File: src/rtl/rgbd_pkg.sv
// Shared types and constants for the RGB difference magnitude statistics block.
package rgbd_pkg;

   localparam int CH_W       = 8;
   localparam int DIST_W     = 9;
   localparam int SUMSQ_W    = 18;
   localparam int REQ_DATA_W = 24;
   localparam int RSP_DATA_W = 112;
   localparam int TOTAL_W    = 23;
   localparam int DSUM_W     = 31;
   localparam int MEAN_W     = 17;
   localparam int VAR_W      = 25;
   localparam int QUO_W      = 25;
   localparam int FIFO_DEPTH = 4;
   localparam int FIFO_PTR_W = 2;

   typedef struct packed {
      logic [DIST_W-1:0] distance;
      logic              last;
   } entry_type;

   typedef struct packed {
      logic                  full;
      logic                  empty;
      logic [FIFO_PTR_W:0]   level;
   } fifo_status_type;

   typedef enum logic [1:0] {
      F_IDLE,
      F_SUM,
      F_ROOT,
      F_PUSH
   } front_state_type;

   typedef enum logic [2:0] {
      B_IDLE,
      B_ACC,
      B_MUL_A,
      B_MUL_B,
      B_DIV_MEAN,
      B_DIV_VAR,
      B_OUT
   } back_state_type;

endpackage

File: src/rtl/rgbd_front.sv
// Front end: accepts a pixel word and finds its distance with a bit-serial square root.
module rgbd_front (
   input  logic                                clock,
   input  logic                                reset,
   input  logic [rgbd_pkg::REQ_DATA_W-1:0]     req_tdata,
   input  logic                                req_tlast,
   input  logic                                req_tvalid,
   output logic                                req_tready,
   output rgbd_pkg::entry_type                 push_entry,
   output logic                                push_valid,
   input  logic                                push_ready
);

   rgbd_pkg::front_state_type state_ff, state_in;

   logic [15:0]                      sq0_ff, sq1_ff, sq2_ff;
   logic [15:0]                      sq0_in, sq1_in, sq2_in;
   logic [rgbd_pkg::SUMSQ_W-1:0]     val_ff, val_in;
   logic [rgbd_pkg::DIST_W-1:0]      root_ff, root_in;
   logic [rgbd_pkg::DIST_W-1:0]      bit_ff, bit_in;
   logic                             last_ff, last_in;
   logic [rgbd_pkg::DIST_W-1:0]      trial;
   logic [rgbd_pkg::SUMSQ_W-1:0]     trial_sq;
   logic [rgbd_pkg::CH_W-1:0]        ch0, ch1, ch2;

   assign ch0      = req_tdata[7:0];
   assign ch1      = req_tdata[15:8];
   assign ch2      = req_tdata[23:16];
   assign trial    = root_ff | bit_ff;
   assign trial_sq = rgbd_pkg::SUMSQ_W'(trial) * rgbd_pkg::SUMSQ_W'(trial);

   always_comb begin
      state_in = state_ff;
      case (state_ff)
         rgbd_pkg::F_IDLE: begin
            if (req_tvalid) state_in = rgbd_pkg::F_SUM;
         end
         rgbd_pkg::F_SUM: state_in = rgbd_pkg::F_ROOT;
         rgbd_pkg::F_ROOT: begin
            if (bit_ff[0]) state_in = rgbd_pkg::F_PUSH;
         end
         rgbd_pkg::F_PUSH: begin
            if (push_ready) state_in = rgbd_pkg::F_IDLE;
         end
         default: state_in = rgbd_pkg::F_IDLE;
      endcase
   end

   always_comb begin
      req_tready = 1'b0;
      push_valid = 1'b0;
      sq0_in     = sq0_ff;
      sq1_in     = sq1_ff;
      sq2_in     = sq2_ff;
      val_in     = val_ff;
      root_in    = root_ff;
      bit_in     = bit_ff;
      last_in    = last_ff;
      case (state_ff)
         rgbd_pkg::F_IDLE: begin
            req_tready = 1'b1;
            sq0_in     = 16'(ch0) * 16'(ch0);
            sq1_in     = 16'(ch1) * 16'(ch1);
            sq2_in     = 16'(ch2) * 16'(ch2);
            last_in    = req_tlast;
         end
         rgbd_pkg::F_SUM: begin
            val_in  = rgbd_pkg::SUMSQ_W'(sq0_ff) + rgbd_pkg::SUMSQ_W'(sq1_ff)
                      + rgbd_pkg::SUMSQ_W'(sq2_ff);
            root_in = '0;
            bit_in  = {1'b1, {(rgbd_pkg::DIST_W-1){1'b0}}};
         end
         rgbd_pkg::F_ROOT: begin
            if (trial_sq <= val_ff) root_in = trial;
            bit_in = bit_ff >> 1;
         end
         rgbd_pkg::F_PUSH: push_valid = 1'b1;
         default: ;
      endcase
   end

   assign push_entry.distance = root_ff;
   assign push_entry.last     = last_ff;

   always_ff @(posedge clock) begin
      if (reset) begin
         state_ff <= rgbd_pkg::F_IDLE;
      end else begin
         state_ff <= state_in;
      end
   end

   always_ff @(posedge clock) begin
      sq0_ff  <= sq0_in;
      sq1_ff  <= sq1_in;
      sq2_ff  <= sq2_in;
      val_ff  <= val_in;
      root_ff <= root_in;
      bit_ff  <= bit_in;
      last_ff <= last_in;
   end

endmodule

File: src/rtl/rgbd_fifo.sv
// Short queue of distance entries between the front end and the statistics back end.
module rgbd_fifo (
   input  logic                       clock,
   input  logic                       reset,
   input  rgbd_pkg::entry_type        push_entry,
   input  logic                       push_valid,
   output logic                       push_ready,
   output rgbd_pkg::entry_type        pop_entry,
   output logic                       pop_valid,
   input  logic                       pop_ready,
   output rgbd_pkg::fifo_status_type  status
);

   rgbd_pkg::entry_type                mem_ff [rgbd_pkg::FIFO_DEPTH];
   logic [rgbd_pkg::FIFO_PTR_W-1:0]    wr_ptr_ff, wr_ptr_in;
   logic [rgbd_pkg::FIFO_PTR_W-1:0]    rd_ptr_ff, rd_ptr_in;
   logic [rgbd_pkg::FIFO_PTR_W:0]      level_ff, level_in;
   logic                               do_push, do_pop;

   assign status.full  = (level_ff == (rgbd_pkg::FIFO_PTR_W+1)'(rgbd_pkg::FIFO_DEPTH));
   assign status.empty = (level_ff == '0);
   assign status.level = level_ff;
   assign push_ready   = !status.full;
   assign pop_valid    = !status.empty;
   assign pop_entry    = mem_ff[rd_ptr_ff];
   assign do_push      = push_valid && push_ready;
   assign do_pop       = pop_valid && pop_ready;

   always_comb begin
      wr_ptr_in = wr_ptr_ff + rgbd_pkg::FIFO_PTR_W'(do_push);
      rd_ptr_in = rd_ptr_ff + rgbd_pkg::FIFO_PTR_W'(do_pop);
      level_in  = level_ff + (rgbd_pkg::FIFO_PTR_W+1)'(do_push)
                  - (rgbd_pkg::FIFO_PTR_W+1)'(do_pop);
   end

   always_ff @(posedge clock) begin
      if (reset) begin
         wr_ptr_ff <= '0;
         rd_ptr_ff <= '0;
         level_ff  <= '0;
      end else begin
         wr_ptr_ff <= wr_ptr_in;
         rd_ptr_ff <= rd_ptr_in;
         level_ff  <= level_in;
      end
   end

   always_ff @(posedge clock) begin
      if (do_push) mem_ff[wr_ptr_ff] <= push_entry;
   end

endmodule

File: src/rtl/rgbd_back.sv
// Back end: frame accumulation, serial products, shared divider and the result register.
module rgbd_back #(
   parameter int MAX_FRAME_PIXELS = 4194304
) (
   input  logic                               clock,
   input  logic                               reset,
   input  rgbd_pkg::entry_type                pop_entry,
   input  logic                               pop_valid,
   output logic                               pop_ready,
   output logic [rgbd_pkg::RSP_DATA_W-1:0]    rsp_tdata,
   output logic                               rsp_tlast,
   output logic                               rsp_tuser,
   output logic                               rsp_tvalid,
   input  logic                               rsp_tready
);

   localparam int CNT_W  = $clog2(MAX_FRAME_PIXELS + 1);
   localparam int SUM_W  = $clog2(64'(MAX_FRAME_PIXELS) * 64'd441 + 64'd1);
   localparam int SQ_W   = $clog2(64'(MAX_FRAME_PIXELS) * 64'd194481 + 64'd1);
   localparam int PROD_W = (CNT_W + SQ_W > 2 * SUM_W) ? CNT_W + SQ_W : 2 * SUM_W;
   localparam int NUM_W  = PROD_W + 8;
   localparam int DEN_W  = 2 * CNT_W;
   localparam int STEP_W = $clog2(NUM_W);

   rgbd_pkg::back_state_type state_ff, state_in;

   logic [CNT_W-1:0]                 count_ff, count_in;
   logic [SUM_W-1:0]                 sum_ff, sum_in;
   logic [SQ_W-1:0]                  sq_ff, sq_in;
   logic [rgbd_pkg::DIST_W-1:0]      dist_ff, dist_in;
   logic                             last_ff, last_in;
   logic [rgbd_pkg::SUMSQ_W-1:0]     dsq_ff, dsq_in;
   logic [PROD_W-1:0]                prod_ff, prod_in;
   logic [PROD_W-1:0]                mcand_ff, mcand_in;
   logic [SUM_W-1:0]                 mlt_ff, mlt_in;
   logic [PROD_W-1:0]                a_ff, a_in;
   logic [PROD_W-1:0]                b_ff, b_in;
   logic [DEN_W-1:0]                 den_ff, den_in;
   logic [NUM_W-1:0]                 num_ff, num_in;
   logic [DEN_W-1:0]                 rem_ff, rem_in;
   logic [rgbd_pkg::QUO_W-1:0]       quo_ff, quo_in;
   logic [rgbd_pkg::MEAN_W-1:0]      mean_ff, mean_in;
   logic [STEP_W-1:0]                step_ff, step_in;
   logic                             rsp_valid_ff, rsp_valid_in;
   logic [rgbd_pkg::RSP_DATA_W-1:0]  rsp_data_ff, rsp_data_in;
   logic                             rsp_last_ff, rsp_last_in;
   logic                             rsp_user_ff, rsp_user_in;

   logic [PROD_W-1:0]                prod_step;
   logic [DEN_W-1:0]                 divisor;
   logic [DEN_W:0]                   trial;
   logic                             ge;
   logic [DEN_W-1:0]                 rem_step;
   logic [rgbd_pkg::QUO_W-1:0]       quo_step;
   logic                             room;
   logic                             has_var;
   logic                             single;
   logic [63:0]                      count_wide, sum_wide;

   assign prod_step = (prod_ff << 1) + (mlt_ff[SUM_W-1] ? mcand_ff : '0);
   assign divisor   = (state_ff == rgbd_pkg::B_DIV_VAR) ? den_ff : DEN_W'(count_ff);
   assign trial     = {rem_ff, num_ff[NUM_W-1]};
   assign ge        = trial >= {1'b0, divisor};
   assign rem_step  = ge ? DEN_W'(trial - {1'b0, divisor}) : trial[DEN_W-1:0];
   assign quo_step  = {quo_ff[rgbd_pkg::QUO_W-2:0], ge};
   assign room      = !rsp_valid_ff || rsp_tready;
   assign has_var   = (count_ff >= CNT_W'(2)) && (a_ff >= b_ff);
   assign single    = (count_ff == CNT_W'(1));
   assign count_wide = 64'(count_ff);
   assign sum_wide   = 64'(sum_ff);

   always_comb begin
      state_in = state_ff;
      case (state_ff)
         rgbd_pkg::B_IDLE: begin
            if (pop_valid) state_in = rgbd_pkg::B_ACC;
         end
         rgbd_pkg::B_ACC: state_in = last_ff ? rgbd_pkg::B_MUL_A : rgbd_pkg::B_OUT;
         rgbd_pkg::B_MUL_A: begin
            if (step_ff == '0) state_in = rgbd_pkg::B_MUL_B;
         end
         rgbd_pkg::B_MUL_B: begin
            if (step_ff == '0) state_in = rgbd_pkg::B_DIV_MEAN;
         end
         rgbd_pkg::B_DIV_MEAN: begin
            if (step_ff == '0) state_in = has_var ? rgbd_pkg::B_DIV_VAR : rgbd_pkg::B_OUT;
         end
         rgbd_pkg::B_DIV_VAR: begin
            if (step_ff == '0) state_in = rgbd_pkg::B_OUT;
         end
         rgbd_pkg::B_OUT: begin
            if (room) state_in = rgbd_pkg::B_IDLE;
         end
         default: state_in = rgbd_pkg::B_IDLE;
      endcase
   end

   always_comb begin
      pop_ready    = 1'b0;
      count_in     = count_ff;
      sum_in       = sum_ff;
      sq_in        = sq_ff;
      dist_in      = dist_ff;
      last_in      = last_ff;
      dsq_in       = dsq_ff;
      prod_in      = prod_ff;
      mcand_in     = mcand_ff;
      mlt_in       = mlt_ff;
      a_in         = a_ff;
      b_in         = b_ff;
      den_in       = den_ff;
      num_in       = num_ff;
      rem_in       = rem_ff;
      quo_in       = quo_ff;
      mean_in      = mean_ff;
      step_in      = step_ff;
      rsp_valid_in = rsp_valid_ff && !rsp_tready;
      rsp_data_in  = rsp_data_ff;
      rsp_last_in  = rsp_last_ff;
      rsp_user_in  = rsp_user_ff;
      case (state_ff)
         rgbd_pkg::B_IDLE: begin
            pop_ready = 1'b1;
            dist_in   = pop_entry.distance;
            last_in   = pop_entry.last;
            dsq_in    = rgbd_pkg::SUMSQ_W'(pop_entry.distance)
                        * rgbd_pkg::SUMSQ_W'(pop_entry.distance);
         end
         rgbd_pkg::B_ACC: begin
            if (count_ff < CNT_W'(MAX_FRAME_PIXELS)) begin
               count_in = count_ff + CNT_W'(1);
               sum_in   = sum_ff + SUM_W'(dist_ff);
               sq_in    = sq_ff + SQ_W'(dsq_ff);
            end
            mlt_in   = SUM_W'(count_in);
            mcand_in = PROD_W'(sq_in);
            prod_in  = '0;
            step_in  = STEP_W'(SUM_W - 1);
         end
         rgbd_pkg::B_MUL_A: begin
            den_in  = DEN_W'(count_ff) * DEN_W'(count_ff - CNT_W'(1));
            prod_in = prod_step;
            mlt_in  = mlt_ff << 1;
            step_in = step_ff - STEP_W'(1);
            if (step_ff == '0) begin
               a_in     = prod_step;
               mlt_in   = sum_ff;
               mcand_in = PROD_W'(sum_ff);
               prod_in  = '0;
               step_in  = STEP_W'(SUM_W - 1);
            end
         end
         rgbd_pkg::B_MUL_B: begin
            prod_in = prod_step;
            mlt_in  = mlt_ff << 1;
            step_in = step_ff - STEP_W'(1);
            if (step_ff == '0) begin
               b_in    = prod_step;
               num_in  = NUM_W'(sum_ff) << 8;
               rem_in  = '0;
               quo_in  = '0;
               step_in = STEP_W'(NUM_W - 1);
            end
         end
         rgbd_pkg::B_DIV_MEAN: begin
            num_in  = num_ff << 1;
            rem_in  = rem_step;
            quo_in  = quo_step;
            step_in = step_ff - STEP_W'(1);
            if (step_ff == '0) begin
               mean_in = quo_step[rgbd_pkg::MEAN_W-1:0];
               num_in  = {a_ff - b_ff, 8'd0};
               rem_in  = '0;
               quo_in  = '0;
               step_in = STEP_W'(NUM_W - 1);
            end
         end
         rgbd_pkg::B_DIV_VAR: begin
            num_in  = num_ff << 1;
            rem_in  = rem_step;
            quo_in  = quo_step;
            step_in = step_ff - STEP_W'(1);
         end
         rgbd_pkg::B_OUT: begin
            if (room) begin
               rsp_valid_in = 1'b1;
               rsp_last_in  = last_ff;
               if (last_ff) begin
                  rsp_user_in = single;
                  rsp_data_in = {7'd0,
                                 quo_ff[rgbd_pkg::VAR_W-1:0],
                                 mean_ff,
                                 sum_wide[rgbd_pkg::DSUM_W-1:0],
                                 count_wide[rgbd_pkg::TOTAL_W-1:0],
                                 dist_ff};
                  count_in = '0;
                  sum_in   = '0;
                  sq_in    = '0;
               end else begin
                  rsp_user_in = 1'b0;
                  rsp_data_in = {(rgbd_pkg::RSP_DATA_W-rgbd_pkg::DIST_W)'(0), dist_ff};
               end
            end
         end
         default: ;
      endcase
   end

   assign rsp_tdata  = rsp_data_ff;
   assign rsp_tlast  = rsp_last_ff;
   assign rsp_tuser  = rsp_user_ff;
   assign rsp_tvalid = rsp_valid_ff;

   always_ff @(posedge clock) begin
      if (reset) begin
         state_ff     <= rgbd_pkg::B_IDLE;
         count_ff     <= '0;
         sum_ff       <= '0;
         sq_ff        <= '0;
         rsp_valid_ff <= 1'b0;
      end else begin
         state_ff     <= state_in;
         count_ff     <= count_in;
         sum_ff       <= sum_in;
         sq_ff        <= sq_in;
         rsp_valid_ff <= rsp_valid_in;
      end
   end

   always_ff @(posedge clock) begin
      dist_ff     <= dist_in;
      last_ff     <= last_in;
      dsq_ff      <= dsq_in;
      prod_ff     <= prod_in;
      mcand_ff    <= mcand_in;
      mlt_ff      <= mlt_in;
      a_ff        <= a_in;
      b_ff        <= b_in;
      den_ff      <= den_in;
      num_ff      <= num_in;
      rem_ff      <= rem_in;
      quo_ff      <= quo_in;
      mean_ff     <= mean_in;
      step_ff     <= step_in;
      rsp_data_ff <= rsp_data_in;
      rsp_last_ff <= rsp_last_in;
      rsp_user_ff <= rsp_user_in;
   end

endmodule

File: src/rtl/rgb_diff_magnitude_frame_stats_top.sv
// Top level of the RGB difference magnitude block with per-frame statistics.
//
//   Channel  Direction  Carries
//   req_     in         one pixel word: three channel differences, frame end on tlast
//   rsp_     out        one result word per pixel: distance, and frame statistics on tlast
//
// The front end works on one pixel at a time: it takes no new pixel until its bit-serial
// square root is done and the distance is pushed. A non-final pixel passes the back end's
// idle, accumulate and output states. The frame's last pixel adds two shift-add products
// and one or two divisions, during which the queue and the front end keep filling.
// Reset is synchronous and clears the frame sums. A stalled result holds in its register.
module rgb_diff_magnitude_frame_stats_top #(
   parameter int MAX_FRAME_PIXELS = 4194304
) (
   input  logic                               clock,
   input  logic                               reset,
   // req_tdata: diff_ch0 [7:0], diff_ch1 [15:8], diff_ch2 [23:16]
   input  logic [rgbd_pkg::REQ_DATA_W-1:0]    req_tdata,
   input  logic                               req_tlast,
   input  logic                               req_tvalid,
   output logic                               req_tready,
   // rsp_tdata: distance [8:0], pixel_total [31:9], dist_total [62:32],
   // mean_q8 [79:63], variance_q8 [104:80], zero fill [111:105]
   output logic [rgbd_pkg::RSP_DATA_W-1:0]    rsp_tdata,
   output logic                               rsp_tlast,
   // rsp_tuser: single_pixel [0]
   output logic                               rsp_tuser,
   output logic                               rsp_tvalid,
   input  logic                               rsp_tready
);

   rgbd_pkg::entry_type        push_entry, pop_entry;
   logic                       push_valid, push_ready;
   logic                       pop_valid, pop_ready;
   rgbd_pkg::fifo_status_type  fifo_status;

   rgbd_front u_front (
      .clock      (clock),
      .reset      (reset),
      .req_tdata  (req_tdata),
      .req_tlast  (req_tlast),
      .req_tvalid (req_tvalid),
      .req_tready (req_tready),
      .push_entry (push_entry),
      .push_valid (push_valid),
      .push_ready (push_ready)
   );

   rgbd_fifo u_fifo (
      .clock      (clock),
      .reset      (reset),
      .push_entry (push_entry),
      .push_valid (push_valid),
      .push_ready (push_ready),
      .pop_entry  (pop_entry),
      .pop_valid  (pop_valid),
      .pop_ready  (pop_ready),
      .status     (fifo_status)
   );

   rgbd_back #(
      .MAX_FRAME_PIXELS (MAX_FRAME_PIXELS)
   ) u_back (
      .clock      (clock),
      .reset      (reset),
      .pop_entry  (pop_entry),
      .pop_valid  (pop_valid),
      .pop_ready  (pop_ready),
      .rsp_tdata  (rsp_tdata),
      .rsp_tlast  (rsp_tlast),
      .rsp_tuser  (rsp_tuser),
      .rsp_tvalid (rsp_tvalid),
      .rsp_tready (rsp_tready)
   );

`ifndef NO_ASSERTIONS
   single_frame_stats_a: assert property (@(posedge clock) disable iff (reset)
      rsp_tvalid && rsp_tuser |-> rsp_tlast && (rsp_tdata[104:80] == '0)
                                  && (rsp_tdata[31:9] == 23'd1))
      else $error("single pixel frame reported with bad statistics");

   plain_word_clean_a: assert property (@(posedge clock) disable iff (reset)
      rsp_tvalid && !rsp_tlast |-> (rsp_tdata[111:9] == '0) && !rsp_tuser)
      else $error("statistics fields set on a word that ends no frame");

   queue_level_a: assert property (@(posedge clock) disable iff (reset)
      fifo_status.level <= (rgbd_pkg::FIFO_PTR_W+1)'(rgbd_pkg::FIFO_DEPTH))
      else $error("distance queue level beyond its depth");
`endif

endmodule
File: config.mk
export PLATFORM = sky130hd
export DESIGN_NAME = rgb_diff_magnitude_frame_stats_top
export DESIGN_NICKNAME = d
export VERILOG_FILES = /design/src/rtl/rgbd_pkg.sv /design/src/rtl/rgbd_front.sv /design/src/rtl/rgbd_fifo.sv /design/src/rtl/rgbd_back.sv /design/src/rtl/rgb_diff_magnitude_frame_stats_top.sv
export SDC_FILE = /design/constraint.sdc
export NUM_CORES = 2
export LEC_CHECK = 0
export BUFFER_PORTS_ARGS = -buffer_cell sky130_fd_sc_hd__buf_2
export CAP_MARGIN = 20
export CORE_UTILIZATION = 55
export DETAILED_ROUTE_END_ITERATION = 16
export PLACE_DENSITY = 0.71
export SYNTH_ARGS = -nofsm -noshare
export SYNTH_HDL_FRONTEND = slang
export SYNTH_SLANG_ARGS = --single-unit
File: constraint.sdc
create_clock -name clock -period 16.95 [get_ports clock]
set_clock_uncertainty 0.1 [all_clocks]
set_input_delay 3.39 -clock clock [delete_from_list [all_inputs] [get_ports clock]]
set_output_delay 3.39 -clock clock [all_outputs]
set_load 0.05 [all_outputs]
### After elaboration in Yosys (flattened, before gate mapping)

Memory sizes are Yosys's and may differ from the RTL's. A register that Yosys moved wholly into a read port is not among the register bits.
Cells that the tools add are included.

* output and inout port bits: 116
* memories: 1
* bits in writable memories: 40
* bits of input ports: 29
* bits in registers: 828

Memory list
* u_fifo.mem_ff: depth 4, bits a word 10, read ports 1, clocked after Yosys merged registers in 1, write ports 1, RTL line rgbd_fifo.sv:14 `rgbd_pkg::entry_type mem_ff [rgbd_pkg::FIFO_DEPTH];`

* order comparisons: 5
* add/sub/neg operators: 14
* mux-type cells: 57
* reduce and logical (&&, ||, !) cells: 31
* equal/unequal tests: 23
* bitwise gates (word level): 1
* multipliers: 6

Operator list (number)
* 71-bit case mux with 3 select lines: 1
* 62-bit case mux with 3 select lines: 1
* 46-bit 2-to-1 mux: 4
* 71-bit 2-to-1 mux: 2
* 46-bit case mux with 3 select lines: 1
* 63-bit 2-to-1 mux: 2
* 63-bit case mux with 2 select lines: 1
* 31-bit 2-to-1 mux: 4
* 40-bit 2-to-1 mux: 3
* 31-bit case mux with 3 select lines: 1
* 40-bit case mux with 2 select lines: 1
* 25-bit case mux with 3 select lines: 1
* 23-bit 2-to-1 mux: 3
* 63-bit adder: 1
* 63-bit >= comparator: 1
* 63-bit subtractor: 1
* 62-bit 2-to-1 mux: 1
* 31-bit case mux with 2 select lines: 1
* 25-bit 2-to-1 mux: 2
* 8-bit by 8-bit multiplier with 16-bit output: 3
* 47-bit by 46-bit >= comparator with 1-bit output: 1
* 23-bit by 46-bit multiplier with 46-bit output: 1
* 23-bit case mux with 2 select lines: 1
* 46-bit subtractor: 1
* other kinds (46): 98

### Logic depth before layout (Yosys ltp)

* depth after elaboration: 6
* gate-level depth with buffers: 36
* mapped depth without buffers: 34

### Cells and area by module

From an unflattened synthesis, not the netlist that was laid out.

* cells, all modules: 7052
* area, all modules: 70910.5 µm²

Modules (own cells, without submodules)
* rgbd_back: cells each 5852, area an instance 58222.1 µm², instances 1, sequential area each 19829.0 µm²
* rgbd_front: cells each 1111, area an instance 10882.9 µm², instances 1, sequential area each 2502.4 µm²
* rgbd_fifo: cells each 89, area an instance 1805.5 µm², instances 1, sequential area each 1341.3 µm²

### Worst setup path after synthesis

No wires, ideal clock.

* path type: reg-to-reg
* start: register u_back.step_ff[0]
* end: register u_back.num_ff[10], enable pin
* stages on the path, launching flop included: 7
* library setup time: 0.813 ns
* path buffers: 0
* required time: 16.037 ns
* slack: 5.272 ns
* data arrival time: 10.765 ns
* cells stage by stage: edfxtp_1 inv_1 ha_1 nand2_1 nor4_1 nand2_1 o21ai_0

* word-level cells in the longest chain between the ends: 3

Ends and longest elaborated chain
* start: declaration: RTL line rgbd_back.sv:43 `logic [STEP_W-1:0] step_ff, step_in;`
* start signal: assignment: RTL line rgbd_back.sv:244 `step_ff <= step_in;`
* 7-bit zero test: RTL line rgbd_back.sv:157 `if (step_ff == '0) begin`
* 2-bit by 1-bit != test with 1-bit output (no line)
* 2-bit AND reduction (no line)
* end signal: assignment: RTL line rgbd_back.sv:240 `num_ff <= num_in;`
* end: declaration: RTL line rgbd_back.sv:39 `logic [NUM_W-1:0] num_ff, num_in;`

No other way between the ends.
A chain may end at the register's enable or synchronous reset.

### Final worst setup path

* start: register u_back.count_ff[0]
* end: register u_back.den_ff[44] (data pin)

* word-level cells in the longest chain between the ends: 2

Ends and longest elaborated chain
* start: declaration: RTL line rgbd_back.sv:27 `logic [CNT_W-1:0] count_ff, count_in;`
* start signal: assignment: RTL line rgbd_back.sv:223 `count_ff <= count_in;`
* 23-bit by 1-bit subtractor with 24-bit output: RTL line rgbd_back.sv:141 `den_in = DEN_W'(count_ff) * DEN_W'(count_ff - CNT_W'(1));`
* 23-bit by 46-bit multiplier with 46-bit output *: RTL line rgbd_back.sv:141
* end signal: assignment: RTL line rgbd_back.sv:239 `den_ff <= den_in;`
* end: declaration: RTL line rgbd_back.sv:38 `logic [DEN_W-1:0] den_ff, den_in;`

Every way passes the cells marked *; elsewhere a longest branch is shown, timed or not.

==> results_dict.tcl <==
set metrics [dict create \
    cpPeakStageDelay_ps 930 \
    drtIter0Drc 4301 \
    routedWlPerCell_um 19.9 \
    dp_hpwl_um 135000 \
    clock_latency_ps 750 \
    hold_buffers 0 \
    syn_area_sq_um 72400 \
    start_util_pct 55.7 \
    yosys_warnings 0 \
    use_met1_pct 37.0 \
    slew_violations 0 \
    worst_slew_pin_slew_ps 1090 \
    holdCritStartpoint "u_back.quo_ff[1]" \
    fp-row-count 132 \
    die_w_um 365 \
    async_flop_share_pct 0 \
    clk_path_buf_depth 3 \
    drc 0 \
    die_height_um 365 \
    synthTopCellsByArea "edfxtp_1 30%, fa_1 20%, ha_1 8.9%" \
    drv_cap 0 \
    start_kind "flop" \
    setup_viol 0 \
    postCtsSetupRepairBufs 0 \
    wl_um 181000 \
    cp_max_fo 32 \
    synth_edf_count 717 \
    synth.avg_cell_area_sq_um 10.1 \
    cts_tree "done" \
    synth-seq-cells 824 \
    io-pin-count 145 \
    grtUsageMet2_pct 46.3 \
    antenna_found_initial 4 \
    drt_first_pass_iters 5 \
    end_kind "flop" \
    cts_sinks 824 \
    grtUsageMet3_pct 4.43 \
    clockRootBuffer "clkbuf_16" \
    cts-resized-gates 0 \
    fin_crit_sh_pct 62.4 \
    yosys.area.top_type_share_pct 29.7 \
    placedInstanceArea_sq_um 75000 \
    grt_usage_pct 27.8 \
    r2r-start "u_back.count_ff[0]" \
    synthDistinctLibCells 94 \
    finalCriticalPeriod_ps 10580 \
    grt_pass1_vias 52900 \
    critPathRequiredTime_ps 17270 \
    ant_nets 0 \
    design_area_sq_um 78400 \
    grt_overflow 0 \
    path_class "reg2reg" \
    critPathSlowestCell "ha_1" \
    relSlewSlack_pct 26.8 \
    grt-busiest-layer "met2" \
    grt_max_degree 135 \
    hold_class "reg2reg" \
    rsz0062_at_grt "false" \
    clk_pin_slew_ps 60 \
    cts_buffers 90 \
    nets 8514 \
    status "complete, no violations" \
    io_buffers 137 \
    synth_top_cell_by_area "edfxtp_1" \
    drive_above_1_share_pct 6.13 \
    ys_seq_area_share_pct 32.7 \
    synth_cells 7167 \
    die-area_sq_um 133000 \
    synthFlopType "edfxtp_1" \
    fmax_ghz 0.0945 \
    routabilityCongestion 0.945 \
    tns_ps 0 \
    critPathMostFrequentCell "fa_1" \
    core_sq_um 130000 \
    grt_first_pass_wirelength_um 289000 \
    startpoint "u_back.count_ff[0]" \
    nFillCells 10700 \
    cts_max_level 3 \
    r2r_slack_ps 6370 \
    viasPerCell 5.74 \
    hold_violations 0 \
    area_growth_pct 8.32 \
    num_vias 52000 \
    cp.arrival_ps 10910 \
]
## worst paths after layout
path,end,cells past startpoint
min,u_back.mean_ff[2],0
min reg2reg,u_back.mean_ff[2],0
max,u_back.den_ff[44],29
max reg2reg,u_back.den_ff[44],29
## per-layer routing
layer	wire length, um	share of wire (%)
met5	26	0.014
met4	6110	3.4
met3	13600	7.5
met2	86200	48
met1	74700	41
## synthesized netlist by cell type, drive strengths merged, types with 107 or more instances
cell type  count
a21o         129
a21oi        387
and2         266
clkbuf       261
dfxtp        107
edfxtp       717
fa           726
ha           514
inv         1006
nand2        484
nand2b       284
nand3        118
nor2         402
nor2b        258
o21ai        244
xnor2        242
xor2         124
## kinds of logic after synthesis
| group | after synthesis | synth area share, % |
|---|---|---|
| AND/OR/NAND/NOR | 2184 | 15.6 |
| buffers and inverters | 1308 | 6.91 |
| adder cells (fa/ha/maj) | 1240 | 29.0 |
| AO/OA/AOI/OAI | 1189 | 10.4 |
| flip-flops | 824 | 32.7 |
| XOR/XNOR | 366 | 4.43 |
| multiplexers | 54 | 0.930 |
| other | 2 | 0.0104 |
## worst max-delay path: cells and delay by family, from the launching register on
kind | cells | cell delay, ps
adders and majority gates | 9 | 4860
buffers and inverters | 5 | 490
and+or+nand+nor | 5 | 1740
DFF | 1 | 300
AOI/OAI and AO/OA | 9 | 2740
xor gates and xnor gates | 1 | 90
## layout by cell type (no fill, tap or decap), types with 33 or more instances in the layout
cell type and n:
clkbuf_16 90, mux2i_1 38, edfxtp_1 717, nand4_1 46, fa_1 726, a21oi_1 387
o21bai_1 61, nand3_1 116, a21o_1 129, a211oi_1 33, nor2_1 396, buf_4 76
xor2_1 124, nand2b_1 283, nand2_1 484, a31oi_1 42, and2_1 265, nor3_1 74
nor2b_1 256, ha_1 513, xnor2_1 242, or3_1 53, and3_1 103, dfxtp_1 107
o21a_1 52, conb_1 73, buf_2 137, inv_1 1003, o21ai_0 221
## layout make-up
type / count / area, sq um / area share [%]
clock inverters: 67 / 1030 / 1.31
repair buffers: 216 / 1330 / 1.70
diodes: 1 / 2.50 / 0.00319
clock buffers: 103 / 2350 / 3.00
inverters: 1007 / 3780 / 4.82
well taps: 1742 / 2180 / 2.78
flip-flops and latches: 824 / 23700 / 30.2
multi-input cells: 5106 / 44100 / 56.2
## per-stage QoR
step	worst slack, ps	hold WS (ps)	std cells	util (%)
4_1_cts	6590	377	9064	60.3
2_1_floorplan	5270	324	7238	-
6_report	6370	373	9066	60.3
3_5_place_dp	6620	342	8894	57.7
5_1_grt	5980	390	9065	60.3
3_3_place_gp	6790	356	8893	57.7
## flip-flops by register name (all words and copies together), names as in the netlist, 9 cells and up
register,cells
u_back.a_ff,63
u_back.b_ff,63
u_back.count_ff,23
u_back.den_ff,45
u_back.dsq_ff,17
u_back.mcand_ff,40
u_back.mean_ff,17
u_back.mlt_ff,31
u_back.num_ff,63
u_back.prod_ff,62
u_back.quo_ff,25
u_back.rem_ff,46
u_back.rsp_tdata,105
u_back.sq_ff,40
u_back.sum_ff,31
u_fifo.mem_ff,40
u_front.bit_ff,9
u_front.root_ff,9
u_front.sq0_ff,15
u_front.sq1_ff,15
u_front.sq2_ff,15
u_front.val_ff,18
Power is not shown: default switching activity piles up to over one toggle a cycle in this logic, so the estimate is an artifact.
